===== src/hdl/sjs_fifo.sv =====
// Small register FIFO used between front and back end and for results.
// Depends on nothing; DEPTH must be a power of two, at least 2.
module sjs_fifo #(
  parameter int W     = 8,
  parameter int DEPTH = 2
) (
  input  logic                       clk,
  input  logic                       rst_n,
  input  logic                       push,
  input  logic [W-1:0]               din,
  output logic                       full,
  input  logic                       pop,
  output logic [W-1:0]               dout,
  output logic                       empty,
  output logic [$clog2(DEPTH+1)-1:0] count
);

  localparam int PW = $clog2(DEPTH);
  localparam int CNT_W = $clog2(DEPTH+1);

  logic [W-1:0]     mem [DEPTH];
  logic [PW-1:0]    wr_ptr_r;
  logic [PW-1:0]    rd_ptr_r;
  logic [CNT_W-1:0] count_r;
  logic             do_push;
  logic             do_pop;

  assign full    = (count_r == CNT_W'(DEPTH));
  assign empty   = (count_r == '0);
  assign count   = count_r;
  assign dout    = mem[rd_ptr_r];
  assign do_push = push && !full;
  assign do_pop  = pop && !empty;

  always_ff @(posedge clk) begin
    if (!rst_n) begin
      wr_ptr_r <= '0;
      rd_ptr_r <= '0;
      count_r  <= '0;
    end else begin
      if (do_push) wr_ptr_r <= wr_ptr_r + 1'b1;
      if (do_pop)  rd_ptr_r <= rd_ptr_r + 1'b1;
      if (do_push && !do_pop)      count_r <= count_r + 1'b1;
      else if (!do_push && do_pop) count_r <= count_r - 1'b1;
    end
  end

  always_ff @(posedge clk) begin
    if (do_push) mem[wr_ptr_r] <= din;
  end

endmodule


===== config.mk =====
export PLATFORM = sky130hd
export DESIGN_NAME = sjs_fifo
export DESIGN_NICKNAME = d
export VERILOG_FILES = /design/src/hdl/sjs_fifo.sv
export SDC_FILE = /design/constraint.sdc
export NUM_CORES = 1
export LEC_CHECK = 0
export BUFFER_PORTS_ARGS = -buffer_cell sky130_fd_sc_hd__buf_2
export CAP_MARGIN = 40
export CORE_MARGIN = 5
export CORE_UTILIZATION = 43
export DETAILED_ROUTE_END_ITERATION = 10
export GPL_ROUTABILITY_DRIVEN = 0
export GPL_TIMING_DRIVEN = 0
export PLACE_DENSITY = 0.71
export SETUP_SLACK_MARGIN = 0.1
export SYNTH_ARGS = -nofsm -noshare
export SYNTH_HDL_FRONTEND = slang
export SYNTH_SLANG_ARGS = --single-unit

===== constraint.sdc =====
create_clock -name clk -period 1.6 [get_ports clk]
set_input_delay 0.48 -clock clk [delete_from_list [all_inputs] [get_ports clk]]
set_output_delay 0.48 -clock clk [all_outputs]
set_load 0.005 [all_outputs]

==> run_results.csv <==
group,metric,value,unit
clock_network,cts_buffers,3,
logic_synthesis,syn_area_per_cell,15.8,µm²
sta,slew_headroom,69.3,%
global_routing,grt_pass1_vias,533,
worst_setup_path,r2r_end,"count[1]$_SDFFE_PN0P_",
logic_synthesis,ys.warnings.count,0,
logic_synthesis,ys_top_cells_by_area,"edfxtp_1, dfxtp_1, mux2_2",
power_and_ir_drop,power_density,1550,nW/µm²
worst_setup_path,rr_worst_depth,7,
worst_setup_path,cp-end-kind,"output pin",
logic_synthesis,netlist_instances,51,
layout,layout-drive-gt1-share,59.8,%
clock_network,cts_tree,"built",
logic_synthesis,syn_area,803,µm²
sta,setup_slack,-0.0944,ns
layout,finalInstanceArea,1140,µm²
sta,hold_viol,0,
sta,maxSlewViolCount,0,
sta,whs,0.368,ns
worst_setup_path,crit_slowest_cell,"dfxtp_2",
layout,nets,96,
sta,skew,0.00101,ns
worst_setup_path,worst-setup-path-type,"flop to output pin",
floorplanning,dieArea,2830,µm²
logic_synthesis,synth_most_common_cell,"edfxtp_1",
worst_setup_path,arrival,1.21,ns
global_routing,grt-ovfl-total,0,
floorplanning,io_pins,24,
clock_network,clk_pin_slew_worst_paths,0.11,ns
route,wirelength,1520,µm
logic_synthesis,ys_types,16,
sta,clock.fmax,590,MHz
logic_synthesis,synth_nets,64,
layout,fill_cells,152,
global_routing,grt_use_total,11.6,%
clock_network,cts_hold_buf,0,
power_and_ir_drop,power_leakage,0.478,nW
global_routing,grt_pass1_wl,2300,µm
worst_setup_path,r2r_start,"count[0]$_SDFFE_PN0P_",
sta,setup_viol,8,
route,drc,0,
sta,rsz0062_at_grt,"yes",
worst_setup_path,crit_path_end,"dout[7]",
route,drtIter0Drc,6,
min_path,min_path_type,"input pin to flop",
route,viasPerCell,4.77,
worst_setup_path,crit_chain,"buf_8 > mux2_4 > buf_6",
logic_synthesis,yosysSeqAreaShare,72.3,%
worst_setup_path,crit_path_max_fanout,8,
floorplanning,die_w,53.2,µm
global_routing,antenna_found_initial,0,
route,drtPass1Iterations,4,
worst_setup_path,cp_data_required_time,1.12,ns
place,post_dp_cell_area,951,µm²
place,dp_hpwl,994,µm
status,outcome,"complete, but fails checks",
power_and_ir_drop,power.total,1.77,mW
layout,final_cell_count_no_fill,107,
clock_network,cts_root_buf,"clkbuf_4",
sta,period_share,106,%
sta,tns,-0.695,ns
status,violations,"setup timing",
logic_synthesis,ys_async_sr_fraction,0,%
layout,utilization,65.6,%
sta,fin_crit,1.69,ns
global_routing,grt_max_degree,12,
clock_network,h-tree-depth,1,
route,detail_route.wl_per_cell,14.2,µm
logic_synthesis,yosysTopAreaCell,"edfxtp_1",
logic_synthesis,synth-seq-cells,21,
worst_setup_path,start_kind,"flop",
floorplanning,die_h,53.2,µm
place,place_inst,99,
worst_setup_path,critPathMaxStageDelay,0.35,ns
worst_setup_path,rrSetupSlack,0.15,ns
floorplanning,initial_core_util,46.0,%
clock_network,clock_sinks,21,
sta,worstMarginPinSlew,0.460,ns
floorplanning,rows,15,
place,pre_cts_ws,-0.0503,ns
place,port_buffers,23,
logic_synthesis,synthTopCellsByCount,"edfxtp_1, mux2_2, dfxtp_1, nor2_1",
route,ant_nets,0,
layout,synthToLayoutAreaGrowth,42.5,%
logic_synthesis,netlist.area_leader.share,59.8,%
flow_run,maxCapViolCount,0,
clock_network,clk_latency,0.29,ns
clock_network,clk_path_buf_depth,2,
floorplanning,fp.coreArea,1750,µm²
route,vias,510,
layout,n_antenna_cell,0,
logic_synthesis,synth_edf_count,16,
power_and_ir_drop,irDropWorstVdd,0.000926,V
logic_synthesis,ys.flop_type,"edfxtp_1",
## power breakdown
part           switching (mW)  leakage (nW)  internal [mW]  total, mW
clock                   0.147        0.0150         0.0970      0.244
combinational           0.299         0.271          0.450      0.749
sequential             0.0732         0.192          0.707      0.780
total                   0.519         0.478           1.25       1.77
## sequential cells by signal, indices dropped and copies added (netlist names), named ones only
name,count
count,2
mem,16
rd_ptr_r,1
wr_ptr_r,1
## layer usage
metal	part of all wire, %	vias to the layer above	track usage (%)
li1	-	247	-
met4	0.92	0	3.83
met1	36	245	12.9
met5	0	-	0
met2	56	16	21.0
met3	7.2	2	2.82
## final cells by class
| type | count | area (µm²) | area share [%] |
|---|---|---|---|
| flip-flops and latches | 21 | 587 | 51.3 |
| multi-input cells | 26 | 277 | 24.2 |
| inverters | 3 | 13.8 | 1.20 |
| clock buffers | 4 | 26.3 | 2.30 |
| well taps | 25 | 31.3 | 2.73 |
| repair buffers | 27 | 195 | 17.0 |
| plain buffers | 1 | 15.0 | 1.31 |
## layout by cell type (no fill, tap or decap), drive strengths merged
master,n
buf,28
edfxtp,16
mux2,8
nor2,5
dfxtp,5
clkbuf,4
xor2,3
inv,3
o21ai,2
nand2b,1
and3,1
nor3,1
a21boi,1
o21a,1
or3,1
a21oi,1
ha,1
## kinds of logic (layout without fill, tap and decap cells)
family	Yosys count	after routing	share of synthesized area [%]
XOR/XNOR	3	3	3.27
multiplexers	8	8	11.2
flip-flops	21	21	72.3
AO/OA/AOI/OAI	5	5	3.74
AND/OR/NAND/NOR	9	9	5.92
buffers and inverters	4	35	2.02
adder cells (fa/ha/maj)	1	1	1.56
## how the worst min path moves through the flow
stage / startpoint / to / slack [ns] / cells after the start
2_1_floorplan: rd_ptr_r$_SDFFE_PN0P_ / flop / 0.47 / 2
3_3_place_gp: rd_ptr_r$_SDFFE_PN0P_ / rd_ptr_r$_SDFFE_PN0P_ / 0.48 / 2
3_5_place_dp: rd_ptr_r$_SDFFE_PN0P_ / rd_ptr_r$_SDFFE_PN0P_ / 0.52 / 2
4_1_cts: din[1] / mem[0][1]$_DFFE_PP_ / 0.36 / 1
5_1_grt: din[1] / mem[1][1]$_DFFE_PP_ / 0.36 / 1
6_report: din[2] / mem[1][2]$_DFFE_PP_ / 0.37 / 1
## worst max-delay path, delay by kind of cell, from the launching register on
kind                   cells  cell delay (ns)
DFF                        1             0.35
muxes                      1             0.31
buffers and inverters      2             0.26
## timing repair
| item | in CTS | in global routing |
|---|---|---|
| cloned | 0 | 0 |
| buffers inserted | 1 | 3 |
| resized for setup | 24 | 7 |
| pin swaps | 1 | 2 |
| setup endpoints to repair | 18 | 19 |
Note: power is estimated with default switching activity, not from simulation.
