==> config.mk <==
export PLATFORM = sky130hd
export DESIGN_NAME = sjs_front
export DESIGN_NICKNAME = d
export VERILOG_FILES = /design/src/hdl/sjs_pkg.sv /design/src/hdl/sjs_front.sv
export SDC_FILE = /design/constraint.sdc
export NUM_CORES = 1
export LEC_CHECK = 0
export BUFFER_PORTS_ARGS = -buffer_cell sky130_fd_sc_hd__buf_2
export CORE_MARGIN = 2
export CORE_UTILIZATION = 30
export CTS_CLUSTER_DIAMETER = 80
export CTS_CLUSTER_SIZE = 30
export DETAILED_ROUTE_END_ITERATION = 10
export GPL_ROUTABILITY_DRIVEN = 0
export PLACE_DENSITY_LB_ADDON = 0.3
export SLEW_MARGIN = 20
export SYNTH_ARGS = -nofsm -noshare
export SYNTH_HDL_FRONTEND = slang
export SYNTH_SLANG_ARGS = --single-unit
export TNS_END_PERCENT = 100
==> constraint.sdc <==
create_clock -name clk -period 3.55 [get_ports clk]
set_input_delay 0.355 -clock clk [delete_from_list [all_inputs] [get_ports clk]]
set_output_delay 0.355 -clock clk [all_outputs]
set_load 0.05 [all_outputs]
==> src/hdl/sjs_pkg.sv <==
// Shared types and constants for the stratified jitter sampler.
// No dependencies; imported by the front end, back end and top level.
package sjs_pkg;

  localparam int GRID_MAX_DEF  = 256;
  localparam int MID_DEPTH     = 2;
  localparam int OUT_DEPTH     = 4;
  localparam int unsigned ONE_Q16 = 65536;
  localparam int COORD_W       = 18;
  localparam int JIT_W         = 16;
  localparam int RECIP_W       = 17;
  localparam int SIZE_W        = 9;
  localparam int SQ_W          = 33;
  localparam int R2_W          = 35;
  localparam logic [R2_W-1:0] R2_LIMIT = R2_W'(64'h1_0000_0000);

  typedef enum logic [1:0] {
    CFG_GRID_SIZE  = 2'd0,
    CFG_GRID_RECIP = 2'd1,
    CFG_SHAPE_MODE = 2'd2
  } cfg_index_t;

  typedef enum logic [1:0] {
    SHAPE_SQUARE = 2'd0,
    SHAPE_CUBE   = 2'd1,
    SHAPE_DISK   = 2'd2,
    SHAPE_BALL   = 2'd3
  } shape_t;

  // Classification of one request, decided in the front end
  typedef struct packed {
    logic done_item;
    logic last;
    logic three_d;
    logic round_shape;
  } sjs_flags_t;

  typedef struct packed {
    logic signed [COORD_W-1:0] coord_x;
    logic signed [COORD_W-1:0] coord_y;
    logic signed [COORD_W-1:0] coord_z;
    logic                      final_cell;
    logic                      exhausted;
  } sjs_result_t;

endpackage

==> src/hdl/sjs_front.sv <==
// Front end: accepts jitter requests, walks the nested cell counters and
// classifies each request for the back end. Uses sjs_pkg.
module sjs_front
  import sjs_pkg::*;
#(
  parameter int GRID_MAX = GRID_MAX_DEF,
  localparam int CW = $clog2(GRID_MAX)
) (
  input  logic              clk,
  input  logic              rst_n,
  input  logic              in_push,
  input  logic              q_full,
  input  logic [SIZE_W-1:0] grid_size,
  input  logic [1:0]        shape_mode,
  output logic              q_push,
  output sjs_flags_t        q_flags,
  output logic [CW-1:0]     q_cell_x,
  output logic [CW-1:0]     q_cell_y,
  output logic [CW-1:0]     q_cell_z
);

  localparam int NW = $clog2(GRID_MAX+1);

  logic [CW-1:0] cell_x_r, cell_y_r, cell_z_r;
  logic [CW-1:0] cell_x_nxt, cell_y_nxt, cell_z_nxt;
  logic          grid_done_r;
  logic [NW-1:0] n;
  logic          accept;
  logic          three_d, round_shape;
  logic          wrap_x, wrap_y, wrap_z;
  logic          last;
  shape_t        mode;

  assign mode        = shape_t'(shape_mode);
  assign three_d     = (mode == SHAPE_CUBE) || (mode == SHAPE_BALL);
  assign round_shape = (mode == SHAPE_DISK) || (mode == SHAPE_BALL);
  assign accept      = in_push && !q_full;

  // clamp strata count to [1, GRID_MAX]
  always_comb begin
    priority if (grid_size == '0)              n = NW'(1);
    else if (32'(grid_size) > 32'(GRID_MAX))   n = NW'(GRID_MAX);
    else                                       n = NW'(grid_size);
  end

  assign wrap_x = (32'(cell_x_r) + 32'd1) >= 32'(n);
  assign wrap_y = (32'(cell_y_r) + 32'd1) >= 32'(n);
  assign wrap_z = (32'(cell_z_r) + 32'd1) >= 32'(n);

  // innermost axis advances first; carry ripples outward
  always_comb begin
    cell_x_nxt = cell_x_r;
    cell_y_nxt = cell_y_r;
    cell_z_nxt = cell_z_r;
    last       = 1'b0;
    if (three_d) begin
      cell_z_nxt = wrap_z ? '0 : CW'(cell_z_r + 1'b1);
      if (wrap_z) begin
        cell_y_nxt = wrap_y ? '0 : CW'(cell_y_r + 1'b1);
        if (wrap_y) begin
          cell_x_nxt = wrap_x ? '0 : CW'(cell_x_r + 1'b1);
          last       = wrap_x;
        end
      end
    end else begin
      cell_y_nxt = wrap_y ? '0 : CW'(cell_y_r + 1'b1);
      if (wrap_y) begin
        cell_x_nxt = wrap_x ? '0 : CW'(cell_x_r + 1'b1);
        last       = wrap_x;
      end
    end
  end

  always_ff @(posedge clk) begin
    if (!rst_n) begin
      cell_x_r    <= '0;
      cell_y_r    <= '0;
      cell_z_r    <= '0;
      grid_done_r <= 1'b0;
    end else if (accept && !grid_done_r) begin
      cell_x_r <= cell_x_nxt;
      cell_y_r <= cell_y_nxt;
      cell_z_r <= cell_z_nxt;
      if (last) grid_done_r <= 1'b1;
    end
  end

  assign q_push              = accept;
  assign q_flags.done_item   = grid_done_r;
  assign q_flags.last        = last && !grid_done_r;
  assign q_flags.three_d     = three_d;
  assign q_flags.round_shape = round_shape;
  assign q_cell_x            = cell_x_r;
  assign q_cell_y            = cell_y_r;
  assign q_cell_z            = cell_z_r;

  a_done_sticky: assert property (@(posedge clk) disable iff (!rst_n)
    grid_done_r |=> grid_done_r)
    else $error("grid done flag dropped without reset");

  a_last_sets_done: assert property (@(posedge clk) disable iff (!rst_n)
    (accept && !grid_done_r && last) |=> grid_done_r)
    else $error("last cell did not finish the grid");

endmodule

==> results.json <==
{
  "switching_share_pct": 29.1,
  "gr-total-overflow": 0,
  "critPathCaptureType": "primary output",
  "dr.pass1.iters": 4,
  "port_buffers": 41,
  "drtIter0Drc": 62,
  "die_area_um2": 7920,
  "ant_nets": 0,
  "synth_seq_cells": 25,
  "synthesis.nets": 306,
  "yosysSeqAreaShare_pct": 23.1,
  "cts-root-buf": "clkbuf_8",
  "p_comb_share_pct": 18.3,
  "vias": 2077,
  "total_power_mw": 0.558,
  "final-hold-violation-count": 0,
  "viasPerCell": 5.24,
  "whs_path_depth": 4,
  "cp.required_ns": 3.19,
  "grt_pass1_wl_um": 9310,
  "cts_buffers": 3,
  "die_height_um": 89.0,
  "fmax_ghz": 0.301,
  "wirelength_um": 5560,
  "num_rows": 30,
  "powerDensity_nw_per_um2": 218,
  "slowest_delay_ns": 0.37,
  "hpwl_um": 4260,
  "fin_setup_tns_ns": 0,
  "clock_skew_ns": 0.00182,
  "worst_skew_pair.late_latency_ns": 0.27,
  "crit_type": "flop to primary output",
  "avgSynthCellArea_um2": 8.30,
  "critPathSlowestCell": "dfxtp_1",
  "die_x_um": 89.0,
  "synth_area_leaders": "dfxtp_1 23%, ha_1 17%, nand2_1 4.5%, nand3_1 4.2%, and3_1 4.0%",
  "worst-endpoint-arrival_ns": 2.97,
  "grt_max_degree": 32,
  "cts_tree": "built",
  "path_cells": "ha_1 -> and3_1 -> and3_1 -> and3_1 -> ha_1 -> and3_4 -> nand4_1 -> o21ai_2 -> nor2_1 -> nor4_4 -> buf_6",
  "slew_headroom_pct": 65.1,
  "p_switching_mw": 0.162,
  "rsz0062_at_grt": "false",
  "drc": 0,
  "async_flop_share_pct": 0,
  "clkSinkCount": 25,
  "cts.path.max_buffers": 2,
  "ys_types": 42,
  "htreeDepth": 1,
  "finalNetCount": 346,
  "antenna_found_initial": 0,
  "synth_area_um2": 2170,
  "yosys_warnings": 0,
  "min_path_type": "input pin to flop",
  "pwr-share-seq_pct": 50.7,
  "syn_to_final_growth_pct": 18.4,
  "cp_common_cell": "and3_1",
  "antenna_cells": 0,
  "synth_edf_count": 0,
  "maxCapViolCount": 0,
  "syn-instance-count": 261,
  "layout-drive-gt1-share_pct": 23.3,
  "status": "finished clean",
  "grt_pass1_vias": 1944,
  "yosys.area.top_type": "dfxtp_1",
  "fin_hold_ws_ns": 0.497,
  "yosys.area.top_type_share_pct": 23.1,
  "path_clk_slew_ns": 0.09,
  "initial_core_util_pct": 31.4,
  "synth-main-ff-cell": "dfxtp_1",
  "peakVddDrop_mv": 0.114,
  "finalMaxSlewViolations": 0,
  "worstPathMaxFanout": 6,
  "core_area_um2": 6910,
  "tightestPinTransition_ns": 0.524,
  "grtUsageTotal_pct": 14.9,
  "post-route-min-period_ns": 3.32,
  "setup_viol": 0,
  "critPathLaunchType": "flop",
  "ioPinCount": 44,
  "leakage_nw": 1.28,
  "wl_per_cell_um": 14.0,
  "r2r_cells": 11,
  "internal_power_mw": 0.396,
  "period_share_pct": 93.6,
  "clockPowerShare_pct": 31.1
}
==> cells in the final DEF (no fill, tap or decap), drive strengths merged <==
| cell type | count |
|---|---|
| buf | 50 |
| ha | 30 |
| nand2 | 27 |
| dfxtp | 25 |
| nand3 | 18 |
| and3 | 15 |
| a21boi | 11 |
| o21ai | 10 |
| xor2 | 9 |
| xnor2 | 9 |
| a21oi | 8 |
| o21a | 8 |
| nor4 | 7 |
| nor2 | 6 |
| o211ai | 6 |
| nand3b | 6 |
| a21o | 5 |
| o211a | 5 |
| a211oi | 5 |
| o22ai | 5 |
| inv | 4 |
| nand4 | 4 |
| clkbuf | 4 |
| nor2b | 3 |
| nand2b | 3 |
| a31oi | 3 |
| and2 | 3 |
| nor3 | 2 |
| or3 | 2 |
| or3b | 2 |
| clkinv | 1 |
| or2 | 1 |
| a22oi | 1 |
| a41oi | 1 |
| o31ai | 1 |
==> cell usage after synthesis (5+ instances only) <==
library cell,instances
o21a_1,8
ha_1,30
o211ai_1,6
a21boi_0,11
nor4_1,7
o22ai_1,5
dfxtp_1,25
nor2_1,6
a211oi_1,5
xor2_1,9
nand2_1,26
a21oi_1,8
xnor2_1,9
o211a_1,5
clkbuf_1,7
and3_1,14
o21ai_0,8
a21o_1,5
nand3b_1,5
nand3_1,18
==> stage by stage <==
stage,utilization (%),area (um^2),setup slack [ns],std cells
floorplan,-,2200,0.0203,261
global placement,36.2,2500,0.420,390
detailed placement,36.2,2500,0.433,390
CTS,36.8,2540,0.105,394
global route,37.1,2560,0.0243,396
finish,37.1,2560,0.227,396
==> worst max-delay path, delay by kind of cell, from the launching register on <==
kind,cells,cell delay (ns)
AO/OA/AOI/OAI,1,0.20
adder cells (fa/ha/maj),2,0.57
buffers and inverters,1,0.20
flip-flops,1,0.37
AND/OR/NAND/NOR,7,1.35
==> logic make-up after synthesis <==
| kind of cell | count (synthesis) | synth area share, % |
|---|---|---|
| AO/OA/AOI/OAI | 69 | 23.2 |
| XOR/XNOR | 18 | 7.28 |
| adder cells (fa/ha/maj) | 30 | 17.3 |
| buffers and inverters | 20 | 4.39 |
| flip-flops | 25 | 23.1 |
| AND/OR/NAND/NOR | 99 | 24.7 |
==> flip-flops by register name, indices dropped and copies added (netlist names) <==
register and flops:
grid_done_r 1, q_cell_y 8, q_cell_x 8, q_cell_z 8
==> worst paths after layout <==
check / start / slack (ns) / to
max reg2reg: q_cell_z[0]$_SDFFE_PN0P_ / 0.45 / q_cell_x[0]$_SDFFE_PN0P_
min: shape_mode[0] / 0.50 / q_cell_z[1]$_SDFFE_PN0P_
min reg2reg: q_cell_z[1]$_SDFFE_PN0P_ / 0.51 / q_cell_z[1]$_SDFFE_PN0P_
max: q_cell_z[0]$_SDFFE_PN0P_ / 0.23 / q_flags[2]
==> power groups by stage <==
| stage | registers, mW | clock network (mW) | logic [mW] |
|---|---|---|---|
| detailed placement | 0.289 | 0 | 0.0996 |
| global placement | 0.289 | 0 | 0.0990 |
| global route | 0.283 | 0.197 | 0.113 |
| floorplan | 0.295 | 0 | 0.0652 |
| CTS | 0.283 | 0.182 | 0.100 |
| finish | 0.283 | 0.173 | 0.102 |
==> repair_timing <==
item                                    CTS  global route
endpoints found under the hold margin     0             0
buffers inserted                          0             2
resized for setup                         0             5
hold buffers                              0             0
endpoints found under the setup margin    0             1
==> area by class of cell <==
cell class,count,area [um^2]
tap,96,120
multi-input combinational,216,1590
clock buffer,4,45.0
sequential,25,514
inverter,5,18.8
fill,772,4340
timing repair buffer,50,279
==> metal layers <==
layer	GRT usage [%]	share of wire (%)	vias to the layer above	routed length (um)
met5	0	0	-	0
met4	4.07	0.74	0	41
met3	1.57	5.4	2	301
met2	23.0	44	49	2420
met1	22.0	50	976	2800
li1	-	-	1050	-
No activity file was read; power rests on OpenSTA's default activity.
